## src/hw/rtl/hbmt_pkg.sv

```systemverilog
package hbmt_pkg;

  localparam int TableDepth = 32;
  localparam int IdxW = $clog2(TableDepth);
  localparam int CntW = $clog2(TableDepth + 1);
  localparam logic [15:0] ExpiryReset = 16'd10;

  typedef enum logic [2:0] {
    REQ_TICK      = 3'd0,
    REQ_JOIN_REQ  = 3'd1,
    REQ_HEARTBEAT = 3'd2,
    REQ_JOIN_RSP  = 3'd3,
    REQ_GOSSIP    = 3'd4
  } req_t;

  typedef enum logic [2:0] {
    ST_INSERTED  = 3'd0,
    ST_REFRESHED = 3'd1,
    ST_IGNORED   = 3'd2,
    ST_FULL      = 3'd3,
    ST_TICK      = 3'd4
  } status_t;

  localparam logic CfgExpiry = 1'b0;
  localparam logic CfgSelfId = 1'b1;

  typedef enum logic [2:0] {
    S_IDLE,
    S_SCAN,
    S_READ,
    S_DECIDE,
    S_OUT
  } fsm_t;

  // controller to datapath
  typedef struct packed {
    logic load;     // latch input item
    logic scan_clr; // start of scan
    logic scan_en;  // examine entry at scan index
    logic rd_hit;   // read memory at hit slot
    logic commit;   // apply update, build result
  } cmd_t;

  // datapath to controller
  typedef struct packed {
    logic scan_last;
  } sts_t;

endpackage

```

## src/hw/rtl/hbmt_ctrl.sv

```systemverilog
module hbmt_ctrl (
  input  logic          clk,
  input  logic          rst_n,
  input  logic          in_valid,
  output logic          in_ready,
  output logic          out_valid,
  input  logic          out_ready,
  input  hbmt_pkg::sts_t sts,
  output hbmt_pkg::cmd_t cmd
);
  import hbmt_pkg::*;

  fsm_t state_r, state_nxt;

  // state register
  always_ff @(posedge clk) begin
    if (!rst_n) begin
      state_r <= S_IDLE;
    end else begin
      state_r <= state_nxt;
    end
  end

  // next state and commands
  always_comb begin
    state_nxt = state_r;
    cmd = '0;
    in_ready = 1'b0;
    out_valid = 1'b0;
    case (state_r)
      S_IDLE: begin
        in_ready = 1'b1;
        if (in_valid) begin
          cmd.load = 1'b1;
          cmd.scan_clr = 1'b1;
          state_nxt = S_SCAN;
        end
      end
      S_SCAN: begin
        cmd.scan_en = 1'b1;
        if (sts.scan_last) begin
          state_nxt = S_READ;
        end
      end
      S_READ: begin
        cmd.rd_hit = 1'b1;
        state_nxt = S_DECIDE;
      end
      S_DECIDE: begin
        cmd.commit = 1'b1;
        state_nxt = S_OUT;
      end
      S_OUT: begin
        out_valid = 1'b1;
        if (out_ready) begin
          state_nxt = S_IDLE;
        end
      end
      default: state_nxt = S_IDLE;
    endcase
  end

endmodule

```

## src/hw/rtl/hbmt_datapath.sv

```systemverilog
module hbmt_datapath (
  input  logic                      clk,
  input  logic                      rst_n,
  input  hbmt_pkg::cmd_t            cmd,
  output hbmt_pkg::sts_t            sts,
  input  logic                      cfg_we,
  input  logic                      cfg_index,
  input  logic [31:0]               cfg_wdata,
  input  logic [2:0]                in_req_type,
  input  logic [31:0]               in_member_id,
  input  logic [15:0]               in_member_port,
  input  logic [31:0]               in_member_heartbeat,
  input  logic [31:0]               in_entry_time,
  output logic [2:0]                out_status,
  output logic [5:0]                out_removed_count,
  output logic [5:0]                out_member_count,
  output logic [31:0]               out_own_heartbeat,
  output logic                      out_joined
);
  import hbmt_pkg::*;

  // configuration
  logic [15:0] expiry_r;
  logic [31:0] self_id_r;

  // table storage: ids and stamps scanned, port and heartbeat in memories
  logic [TableDepth-1:0] valid_r;
  logic [31:0] id_mem [TableDepth];
  logic [31:0] stamp_mem [TableDepth];
  logic [15:0] port_mem [TableDepth];
  logic [31:0] hb_mem [TableDepth];

  logic [31:0] time_r, own_hb_r;
  logic        joined_r;

  // latched item
  logic [2:0]  type_r;
  logic [31:0] id_r, hb_r, etime_r;
  logic [15:0] port_r;

  // scan state
  logic [IdxW-1:0] idx_r;
  logic            hit_r, free_ok_r;
  logic [IdxW-1:0] hit_idx_r, free_idx_r;
  logic [CntW-1:0] count_r, removed_r;
  logic [31:0]     scan_id_r, scan_stamp_r, hit_hb_r;
  logic            scan_vld_r, scan_on_r;
  logic [IdxW-1:0] scan_at_r;

  // result
  logic [2:0]  status_r;

  logic [31:0] age;
  logic [32:0] gossip_lim;
  logic        stale, is_self, expire;
  logic        refresh_ok;

  assign sts.scan_last = scan_on_r && (scan_at_r == IdxW'(TableDepth - 1));

  // configuration registers
  always_ff @(posedge clk) begin
    if (!rst_n) begin
      expiry_r  <= ExpiryReset;
      self_id_r <= '0;
    end else if (cfg_we) begin
      case (cfg_index)
        CfgExpiry: expiry_r  <= cfg_wdata[15:0];
        CfgSelfId: self_id_r <= cfg_wdata;
        default: ;
      endcase
    end
  end

  // latch item
  always_ff @(posedge clk) begin
    if (cmd.load) begin
      type_r  <= in_req_type;
      id_r    <= in_member_id;
      port_r  <= in_member_port;
      hb_r    <= in_member_heartbeat;
      etime_r <= in_entry_time;
    end
  end

  // registered memory reads for the scan pipeline
  always_ff @(posedge clk) begin
    scan_id_r    <= id_mem[idx_r];
    scan_stamp_r <= stamp_mem[idx_r];
    scan_vld_r   <= valid_r[idx_r];
    scan_at_r    <= idx_r;
    hit_hb_r     <= hb_mem[hit_idx_r];
  end

  assign age     = time_r - scan_stamp_r;
  assign expire  = (type_r == REQ_TICK) && joined_r && scan_vld_r && (age > 32'(expiry_r));
  assign gossip_lim = {1'b0, etime_r} + 33'(expiry_r);
  assign stale   = gossip_lim < {1'b0, time_r};
  assign is_self = (id_r == self_id_r);
  // gossip needs a strictly newer heartbeat, direct ones equal or newer
  assign refresh_ok = (type_r == REQ_GOSSIP) ? (hb_r > hit_hb_r) : (hb_r >= hit_hb_r);

  // scan and update; for a tick, time advances as the item is taken
  always_ff @(posedge clk) begin
    if (!rst_n) begin
      valid_r   <= '0;
      time_r    <= '0;
      own_hb_r  <= '0;
      joined_r  <= 1'b0;
      scan_on_r <= 1'b0;
      idx_r     <= '0;
    end else begin
      if (cmd.scan_clr) begin
        idx_r     <= '0;
        scan_on_r <= 1'b0;
        hit_r     <= 1'b0;
        free_ok_r <= 1'b0;
        count_r   <= '0;
        removed_r <= '0;
        if (in_req_type == REQ_TICK) begin
          time_r   <= time_r + 32'd1;
          own_hb_r <= own_hb_r + 32'd1;
        end
        if (in_req_type == REQ_JOIN_RSP) begin
          joined_r <= 1'b1;
        end
      end
      if (cmd.scan_en) begin
        scan_on_r <= 1'b1;
        if (idx_r != IdxW'(TableDepth - 1)) begin
          idx_r <= idx_r + IdxW'(1);
        end
        if (scan_on_r) begin
          if (expire) begin
            valid_r[scan_at_r] <= 1'b0;
            removed_r <= removed_r + CntW'(1);
          end else if (scan_vld_r) begin
            count_r <= count_r + CntW'(1);
          end
          if (scan_vld_r && scan_id_r == id_r && !hit_r) begin
            hit_r     <= 1'b1;
            hit_idx_r <= scan_at_r;
          end
          if (!scan_vld_r && !free_ok_r) begin
            free_ok_r  <= 1'b1;
            free_idx_r <= scan_at_r;
          end
        end
      end
      if (cmd.commit) begin
        case (type_r)
          REQ_TICK: status_r <= ST_TICK;
          REQ_JOIN_REQ: begin
            if (hit_r) begin
              status_r <= ST_IGNORED;
            end else if (free_ok_r) begin
              valid_r[free_idx_r] <= 1'b1;
              count_r  <= count_r + CntW'(1);
              status_r <= ST_INSERTED;
            end else begin
              status_r <= ST_FULL;
            end
          end
          REQ_HEARTBEAT, REQ_JOIN_RSP, REQ_GOSSIP: begin
            if (is_self || (type_r == REQ_GOSSIP && stale)) begin
              status_r <= ST_IGNORED;
            end else if (!hit_r) begin
              if (free_ok_r) begin
                valid_r[free_idx_r] <= 1'b1;
                count_r  <= count_r + CntW'(1);
                status_r <= ST_INSERTED;
              end else begin
                status_r <= ST_FULL;
              end
            end else if (refresh_ok) begin
              status_r <= ST_REFRESHED;
            end else begin
              status_r <= ST_IGNORED;
            end
          end
          default: status_r <= ST_IGNORED;
        endcase
      end
    end
  end

  // table memory writes at commit; a full table leaves every slot alone
  always_ff @(posedge clk) begin
    if (cmd.commit) begin
      if (!hit_r) begin
        if (free_ok_r) begin
          id_mem[free_idx_r]    <= id_r;
          port_mem[free_idx_r]  <= port_r;
          hb_mem[free_idx_r]    <= hb_r;
          stamp_mem[free_idx_r] <= (type_r == REQ_GOSSIP) ? etime_r : time_r;
        end
      end else if (type_r != REQ_JOIN_REQ && type_r != REQ_TICK) begin
        if (refresh_ok) begin
          if (!is_self && !(type_r == REQ_GOSSIP && stale) &&
              (type_r == REQ_HEARTBEAT || type_r == REQ_JOIN_RSP ||
               type_r == REQ_GOSSIP)) begin
            hb_mem[hit_idx_r]    <= hb_r;
            stamp_mem[hit_idx_r] <= time_r;
          end
        end
      end
    end
  end

  assign out_status        = status_r;
  assign out_removed_count = 6'(removed_r);
  assign out_member_count  = 6'(count_r);
  assign out_own_heartbeat = own_hb_r;
  assign out_joined        = joined_r;

endmodule

```

## src/hw/rtl/heartbeat_membership_table.sv

```systemverilog
// Gossip heartbeat membership table of 32 peers. Each item walks the whole
// table once, one entry per cycle through registered reads of the id and
// stamp memories, then reads the matched heartbeat in S_READ and applies
// the update in S_DECIDE; the result is then held in S_OUT until taken.
// One item is in work at a time: the next item is taken only in S_IDLE,
// after the result has been taken. Ticks expire entries during the walk
// once joined; inserts take the lowest free slot. Configuration: index 0
// expiry_ticks, index 1 self_id.
module heartbeat_membership_table (
  input  logic        clk,
  input  logic        rst_n,
  input  logic        cfg_we,
  input  logic        cfg_index,
  input  logic [31:0] cfg_wdata,
  input  logic        in_valid,
  output logic        in_ready,
  input  logic [2:0]  in_req_type,
  input  logic [31:0] in_member_id,
  input  logic [15:0] in_member_port,
  input  logic [31:0] in_member_heartbeat,
  input  logic [31:0] in_entry_time,
  output logic        out_valid,
  input  logic        out_ready,
  output logic [2:0]  out_status,
  output logic [5:0]  out_removed_count,
  output logic [5:0]  out_member_count,
  output logic [31:0] out_own_heartbeat,
  output logic        out_joined
);
  import hbmt_pkg::*;

  cmd_t cmd;
  sts_t sts;

  hbmt_ctrl u_ctrl (
    .clk, .rst_n, .in_valid, .in_ready, .out_valid, .out_ready, .sts, .cmd
  );

  hbmt_datapath u_dp (
    .clk, .rst_n, .cmd, .sts, .cfg_we, .cfg_index, .cfg_wdata,
    .in_req_type, .in_member_id, .in_member_port, .in_member_heartbeat,
    .in_entry_time, .out_status, .out_removed_count, .out_member_count,
    .out_own_heartbeat, .out_joined
  );

  // never ready while a result is pending
  a_excl: assert property (@(posedge clk) disable iff (!rst_n)
    !(in_ready && out_valid)) else $error("ready during result");

  // commit always leads to a result next cycle
  a_commit: assert property (@(posedge clk) disable iff (!rst_n)
    cmd.commit |=> out_valid) else $error("commit without result");

  // only ticks remove entries
  a_removed: assert property (@(posedge clk) disable iff (!rst_n)
    (out_valid && out_status != ST_TICK) |-> out_removed_count == 6'd0)
    else $error("removal outside tick");

endmodule

```

## config.mk

```make
export PLATFORM = sky130hd
export DESIGN_NAME = heartbeat_membership_table
export DESIGN_NICKNAME = d
export VERILOG_FILES = /design/src/hw/rtl/hbmt_pkg.sv /design/src/hw/rtl/hbmt_ctrl.sv /design/src/hw/rtl/hbmt_datapath.sv /design/src/hw/rtl/heartbeat_membership_table.sv
export SDC_FILE = /design/constraint.sdc
export NUM_CORES = 2
export LEC_CHECK = 0
export ABC_AREA = 1
export ABC_CLOCK_PERIOD_IN_PS = 8300
export BUFFER_PORTS_ARGS = -buffer_cell sky130_fd_sc_hd__buf_2
export CORE_AREA = 2 2 520 522
export CTS_BUF_LIST = sky130_fd_sc_hd__clkbuf_16
export CTS_CLUSTER_SIZE = 40
export DETAILED_ROUTE_END_ITERATION = 6
export DIE_AREA = 0 0 522 524
export PLACE_DENSITY_LB_ADDON = 0.12
export SYNTH_ARGS = -nofsm -noshare
export SYNTH_HDL_FRONTEND = slang
export SYNTH_SLANG_ARGS = --single-unit
```

## constraint.sdc

```tcl
create_clock -name clk -period 8.3 [get_ports clk]
set_input_delay 0.415 -clock clk [delete_from_list [all_inputs] [get_ports clk]]
set_output_delay 0.415 -clock clk [all_outputs]
set_load 0.03 [all_outputs]
```

Word-level counts from Yosys, hierarchy flattened
Memories as Yosys holds them, arrays and structs flattened. A register that Yosys moved wholly into a read port is not among the register bits.
Index checks and enable logic that the tools add are counted.
{ "totals": {"register_bits": 286, "ram_bits": 3072, "inputBits": 153, "output_inout_bits": 50, "word_cells": 175, "memories": 3} }
{ "op_classes": {"addsub": 7, "n_lt_le_gt_ge": 9, "eq_ne": 17, "mux": 76, "n_bitwise": 4, "n_reduce_logical": 37} }
{ "memory_table": {"columns": ["memory", "depth", "word_bits", "read_ports", "rd_clocked_by_memory_dff", "wr", "line", "text"], "rows": [
  ["u_dp.hb_mem", 32, 32, 1, 1, 1, "hbmt_datapath.sv:31", "logic [31:0] hb_mem [TableDepth];"],
  ["u_dp.id_mem", 32, 32, 1, 1, 1, "hbmt_datapath.sv:28", "logic [31:0] id_mem [TableDepth];"],
  ["u_dp.stamp_mem", 32, 32, 1, 1, 1, "hbmt_datapath.sv:29", "logic [31:0] stamp_mem [TableDepth];"]
]} }
{ "ops": {"columns": ["cell", "count"], "rows": [
  ["two-way mux 32 bit", 11],
  ["two-way mux 6 bit", 13],
  ["adder 32 x 1 -> 32 bit (second input constant)", 2],
  ["equality test 32 bit", 2],
  ["one-hot mux 32 bit (2 select lines)", 1],
  ["OR reduction 32 bit", 2],
  ["adder 32 x 16 -> 33 bit", 1],
  ["< comparator 33 x 32 -> 1 bit", 1],
  ["AND 32 bit", 1],
  [">= comparator 32 bit", 1],
  ["> comparator 32 x 16 -> 1 bit", 1],
  ["> comparator 32 bit", 1],
  ["NOT 32 bit", 1],
  ["bitwise OR 32 bit", 1],
  ["subtractor 32 bit", 1],
  ["two-way mux 1 bit", 30],
  ["two-way mux 5 bit", 5],
  ["< comparator 5 x 6 -> 1 bit (second input constant)", 3],
  ["two-way mux 3 bit", 6],
  ["equality test 3 x 2 -> 1 bit (second input constant)", 5],
  ["one-hot mux 3 bit (5 select lines)", 1],
  ["logical AND 1 bit", 13],
  ["adder 6 x 1 -> 6 bit (second input constant)", 2],
  ["one-hot mux 6 bit (2 select lines)", 1],
  ["22 further kinds", 44]
]} }

Longest topological paths before layout
{ "depth": {"ltp_word": 16, "depth_mapped": 30} }

By module
Synthesis repeated with hierarchy kept, for this count alone.
{ "hier_totals": {"hier_cells": 10945, "hier_area_um2": 138127.5} }
{ "by_module_without_submodules": {"columns": ["module", "n_inst", "cells_each", "area_each_um2", "seq_area_each_um2"], "rows": [
  ["hbmt_datapath", 1, 10910, 137891.0, 101097.0],
  ["hbmt_ctrl", 1, 35, 236.5, 60.1]
]} }

Worst setup path before layout
OpenSTA, ideal clock, no wires.
{ "synth_path": {"kind": "flip-flop to flip-flop", "from": "reg u_dp.etime_r[2]", "to": "mem u_dp.hb_mem[0][0], enable pin", "setup_ns": 0.487, "t_arrival_ns": 6.700, "required_time_ns": 7.813, "setup_slack_ns": 1.114, "stages_incl_launch_ff": 25, "path_buffers": 1, "period_less_slack_ns": 7.186, "path_cell_list": "edfxtp_1 ha_1 a21oi_1 nand2_1 a21oi_1 o21ai_1 a21oi_1 o21ai_1 a21oi_1 o21ai_1 a21oi_1 nor2_1 xor2_1 ha_1 nand2_1 nor2_1 nand4_1 nor3_1 nor2_1 nand3_2 nand4_2 buf_6 o21ai_1 nand3_1 nor2_1"} }
{ "synth_between": {"elab_chain_len": 14} }
{ "synth_lines": {"columns": ["item", "line", "text"], "rows": [
  ["start, declared", "hbmt_datapath.sv:38", "logic [31:0] id_r, hb_r, etime_r;"],
  ["start signal, assigned", "hbmt_datapath.sv:81", "etime_r <= in_entry_time;"],
  ["adder 32 x 16 -> 33 bit (*)", "hbmt_datapath.sv:96", "assign gossip_lim = {1'b0, etime_r} + 33'(expiry_r);"],
  ["< comparator 33 x 32 -> 1 bit (*)", "hbmt_datapath.sv:97", "assign stale = gossip_lim < {1'b0, time_r};"],
  ["logical AND 1 bit (*)", "hbmt_datapath.sv:198", "if (!is_self && !(type_r == REQ_GOSSIP && stale) &&"],
  ["zero test 1 bit (*)", "hbmt_datapath.sv:198", null],
  ["logical AND 1 bit (*) (2 in a row)", "hbmt_datapath.sv:198", null],
  ["two-way mux 1 bit (*)", "hbmt_datapath.sv:198", null],
  ["two-way mux 1 bit (*)", "hbmt_datapath.sv:197", "if (refresh_ok) begin"],
  ["two-way mux 1 bit (*)", "hbmt_datapath.sv:196", "end else if (type_r != REQ_JOIN_REQ && type_r != REQ_TICK) begin"],
  ["two-way mux 1 bit (*)", "hbmt_datapath.sv:189", "if (!hit_r) begin"],
  ["two-way mux 1 bit (*)", "hbmt_datapath.sv:188", "if (cmd.commit) begin"],
  ["two-way mux 1 bit (not written as such) (*)", "hbmt_datapath.sv:201", "hb_mem[hit_idx_r] <= hb_r;"],
  ["OR reduction 32 bit (no line)", null, null],
  ["two-way mux 5 bit (no line) or two-way mux 1 bit (tied branches)", null, null],
  ["end, declared", "hbmt_datapath.sv:31", null]
]} }
Mark *: on every way between the ends. The rest lies on a longest branch, timed or not.

Worst setup path after layout
{ "layout_path": {"from": "reg u_dp.etime_r[2]", "to": "mem u_dp.hb_mem[27][26], enable pin"} }
Same word-level chain as after synthesis.

==> results.py <==
metrics = {
    "run_status": {
        "outcome": "finished, final reports clean",
    },
    "job": {
        "max_cap_viol_count": 0,
    },
    "yosys": {
        "ys_top_cells_by_area": "edfxtp_1 (69%), o21ai_0 (7.2%), nor2_1 (6.0%)",
        "synth.yosys.warnings": 0,
        "synth-async-reset-ratio_pct": 0,
        "number_of_enable_type_register_cells_in_the_synthesized_netlist": 3198,
        "mappedNetlistArea_mm2": 0.139,
        "yosys.cell_types.count": 56,
        "synthTopCellsByCount": "edfxtp_1 (3198), nor2_1 (2230), o21ai_0 (1991)",
        "dominant_cell_by_count_in_the_synthesized_netlist": "edfxtp_1",
        "syn-mean-instance-area_um2": 12.3,
        "synth_sequential_area_ratio_pct": 72.9,
        "post_synth_inst_count": 11300,
        "top_reg_cell_synth": "edfxtp_1",
        "synthDominantAreaCellType": "edfxtp_1",
        "synth_seq_cells": 3454,
        "netlist.area_leader.share_pct": 69.2,
        "synth.net_count": 11600,
    },
    "sta": {
        "fmax_mhz": 135,
        "max_slew_headroom_pct": 13.9,
        "timing.final.hold_violations": 0,
        "grt_setup_unrepaired": "false",
        "setup_total_negative_slack_ps": 0,
        "setup_viol_count_final": 0,
        "timing.final.crit_period_ps": 7400,
        "setup_skew_after_layout_ps": 46.4,
        "timing.final.max_slew_violations": 0,
        "crit_share_post_route_pct": 89.2,
        "hold_ws_ps": 85.8,
        "tightest_slew_ps": 1290,
    },
    "routing": {
        "drt-vias-per-instance": 6.13,
        "route.antenna.remaining_nets": 0,
        "per_cell_routed_wire_length_um": 27.1,
        "routed-via-count": 94300,
        "drc": 0,
        "drt_first_iter_violations": 11100,
        "detail_route.first_pass.iterations": 6,
        "route.final.wire_length_um": 417000,
    },
    "global_route": {
        "groute.usage.overall_pct": 29.7,
        "grt_remaining_overflow": 0,
        "first_pass_grt_wire_length_um": 600000,
        "first_global_vias": 89700,
        "number_of_antenna_violations_at_the_first_check_in_global_routing": 23,
        "maximum_number_of_pins_on_one_net_before_global_route_repair": 207,
    },
    "placement": {
        "numPortBuffers": 186,
        "hpwl_um": 223000,
        "area_after_detailed_placement_mm2": 0.145,
        "gp_congestion": 0.877,
    },
    "worst_setup_path": {
        "worst_ep_required_time_ps": 8860,
        "crit_cells": 26,
        "end_kind": "flip-flop",
        "worstSetupPathType": "flip-flop to flip-flop",
        "timing.critical_path.arrival_ps": 7970,
        "critical_path.max_stage_delay_ps": 880,
        "crit_path_start_kind": "flip-flop",
        "cpMostUsedCell": "nand2_1",
        "cp_top_family": "simple AND/OR/NAND/NOR gates",
        "slowest_stage": "nor2_4",
        "cp_max_fo": 24,
        "worstRegToRegCells": 26,
        "cp_num_buf_inv": 2,
    },
    "cts": {
        "cts-root-to-sink-buffers": 4,
        "htreeDepth": 5,
        "clock-sinks": 3454,
        "cts_tree": "yes",
        "cts_root_buf": "clkbuf_16",
        "clk_latency_ps": 910,
        "cts_inserted_buffers": 360,
        "cts-hold-fix-buffers": 151,
        "cts_post_setup_buffers_inserted": 0,
        "number_of_gates_resized_after_cts": 0,
        "path_clk_slew_ps": 60,
    },
    "min_path": {
        "min_path_cells": 4,
        "hp-class": "input pin to flip-flop",
    },
    "floorplan": {
        "rows": 190,
        "ioPinCount": 203,
        "core_region_area_mm2": 0.267,
        "start_util_pct": 51.9,
        "fp.dieW_um": 522,
        "floorplan.die.height_um": 524,
        "die_area_mm2": 0.274,
    },
    "final_layout": {
        "largest_registers": "u_dp.hb_mem x1024, u_dp.id_mem x1024, u_dp.stamp_mem x1024",
        "flow.area_growth_from_synthesis_pct": 13.4,
        "final_design_area_no_fill_mm2": 0.157,
        "design.final.nets": 11800,
        "drive_above_1_share_pct": 9.00,
    },
    "pwr": {
        "irDropWorstVdd_uv": 267,
        "cellLeakagePower_uw": 0.0532,
        "power.density_cell_area_mw_per_mm2": 234,
    },
}
cell families (layout without fill, tap and decap cells):
family / after synthesis / count (layout) / share of synthesized area [%]
AOI/OAI and AO/OA: 3207 / 3207 / 13.0
DFF: 3454 / 3454 / 72.9
other: 0 / 22 / 0
xor gates and xnor gates: 104 / 104 / 0.656
adders and majority gates: 134 / 134 / 1.22
and+or+nand+nor: 3296 / 3296 / 9.36
buffers and inverters: 1082 / 1617 / 2.95
power breakdown:
part / switching (uW) / leakage (uW) / total (uW) / internal, uW
combinational: 1560 / 0.0162 / 2220 / 660
sequential: 131 / 0.0312 / 19200 / 19100
clock: 6630 / 0.00578 / 15400 / 8810
total: 8320 / 0.0532 / 36900 / 28600
worst paths after layout:
path | slack (ps) | from | end
worst min register to register | 460 | u_dp.valid_r[17] | u_dp.valid_r[17]
worst max register to register | 900 | u_dp.etime_r[2] | u_dp.hb_mem[27][26]
worst min-delay path | 90 | cfg_index | u_dp.expiry_r[0]
worst max-delay path | 900 | u_dp.etime_r[2] | u_dp.hb_mem[27][26]
worst min-delay path, cell delays in order:
cell and delay, ps:
buf_2 90, nor2_1 150, o21ai_0 200, nor2_1 60
routing by layer:
| layer | up-vias | global-route usage [%] | share of wire, % |
|---|---|---|---|
| li1 | 42000 | - | - |
| met1 | 47300 | 39.7 | 40 |
| met2 | 4270 | 49.9 | 49 |
| met3 | 741 | 3.74 | 7.5 |
| met4 | 4 | 11.4 | 4.1 |
| met5 | - | 0 | 0.0072 |
metrics by stage:
step           power [uW]  std cells  utilization (%)  setup WS, ps
6_report            36900      15400             58.9           896
5_1_grt             37900      15400             58.9           426
4_1_cts             37000      15400             58.9           948
3_5_place_dp        21700      14600             54.1           959
3_3_place_gp        21700      14600             54.1          1020
2_1_floorplan       20900      11300                -          1110
layout make-up:
cell class                      instances  area [um2]
Fill cell                           21300      110000
Sequential cell                      3454      101000
Multi-Input combinational cell       6741       34200
Clock buffer                          369        9230
Timing Repair Buffer                  596        4970
Tap cell                             3552        4440
Clock inverter                        272        1930
Inverter                              380        1480
Antenna cell                           22        55.1
cells in the final DEF (no fill, tap or decap), types with 168 or more instances in the layout:
| cell type | instances |
|---|---|
| o22ai_1 | 710 |
| dfxtp_1 | 251 |
| o21ai_0 | 1959 |
| edfxtp_1 | 3198 |
| nand3_1 | 168 |
| buf_2 | 186 |
| buf_4 | 212 |
| clkbuf_16 | 369 |
| nand2_1 | 734 |
| o221ai_1 | 175 |
| a21oi_1 | 185 |
| inv_1 | 449 |
| nor2_1 | 2166 |
(Power assumes the default switching activity.)
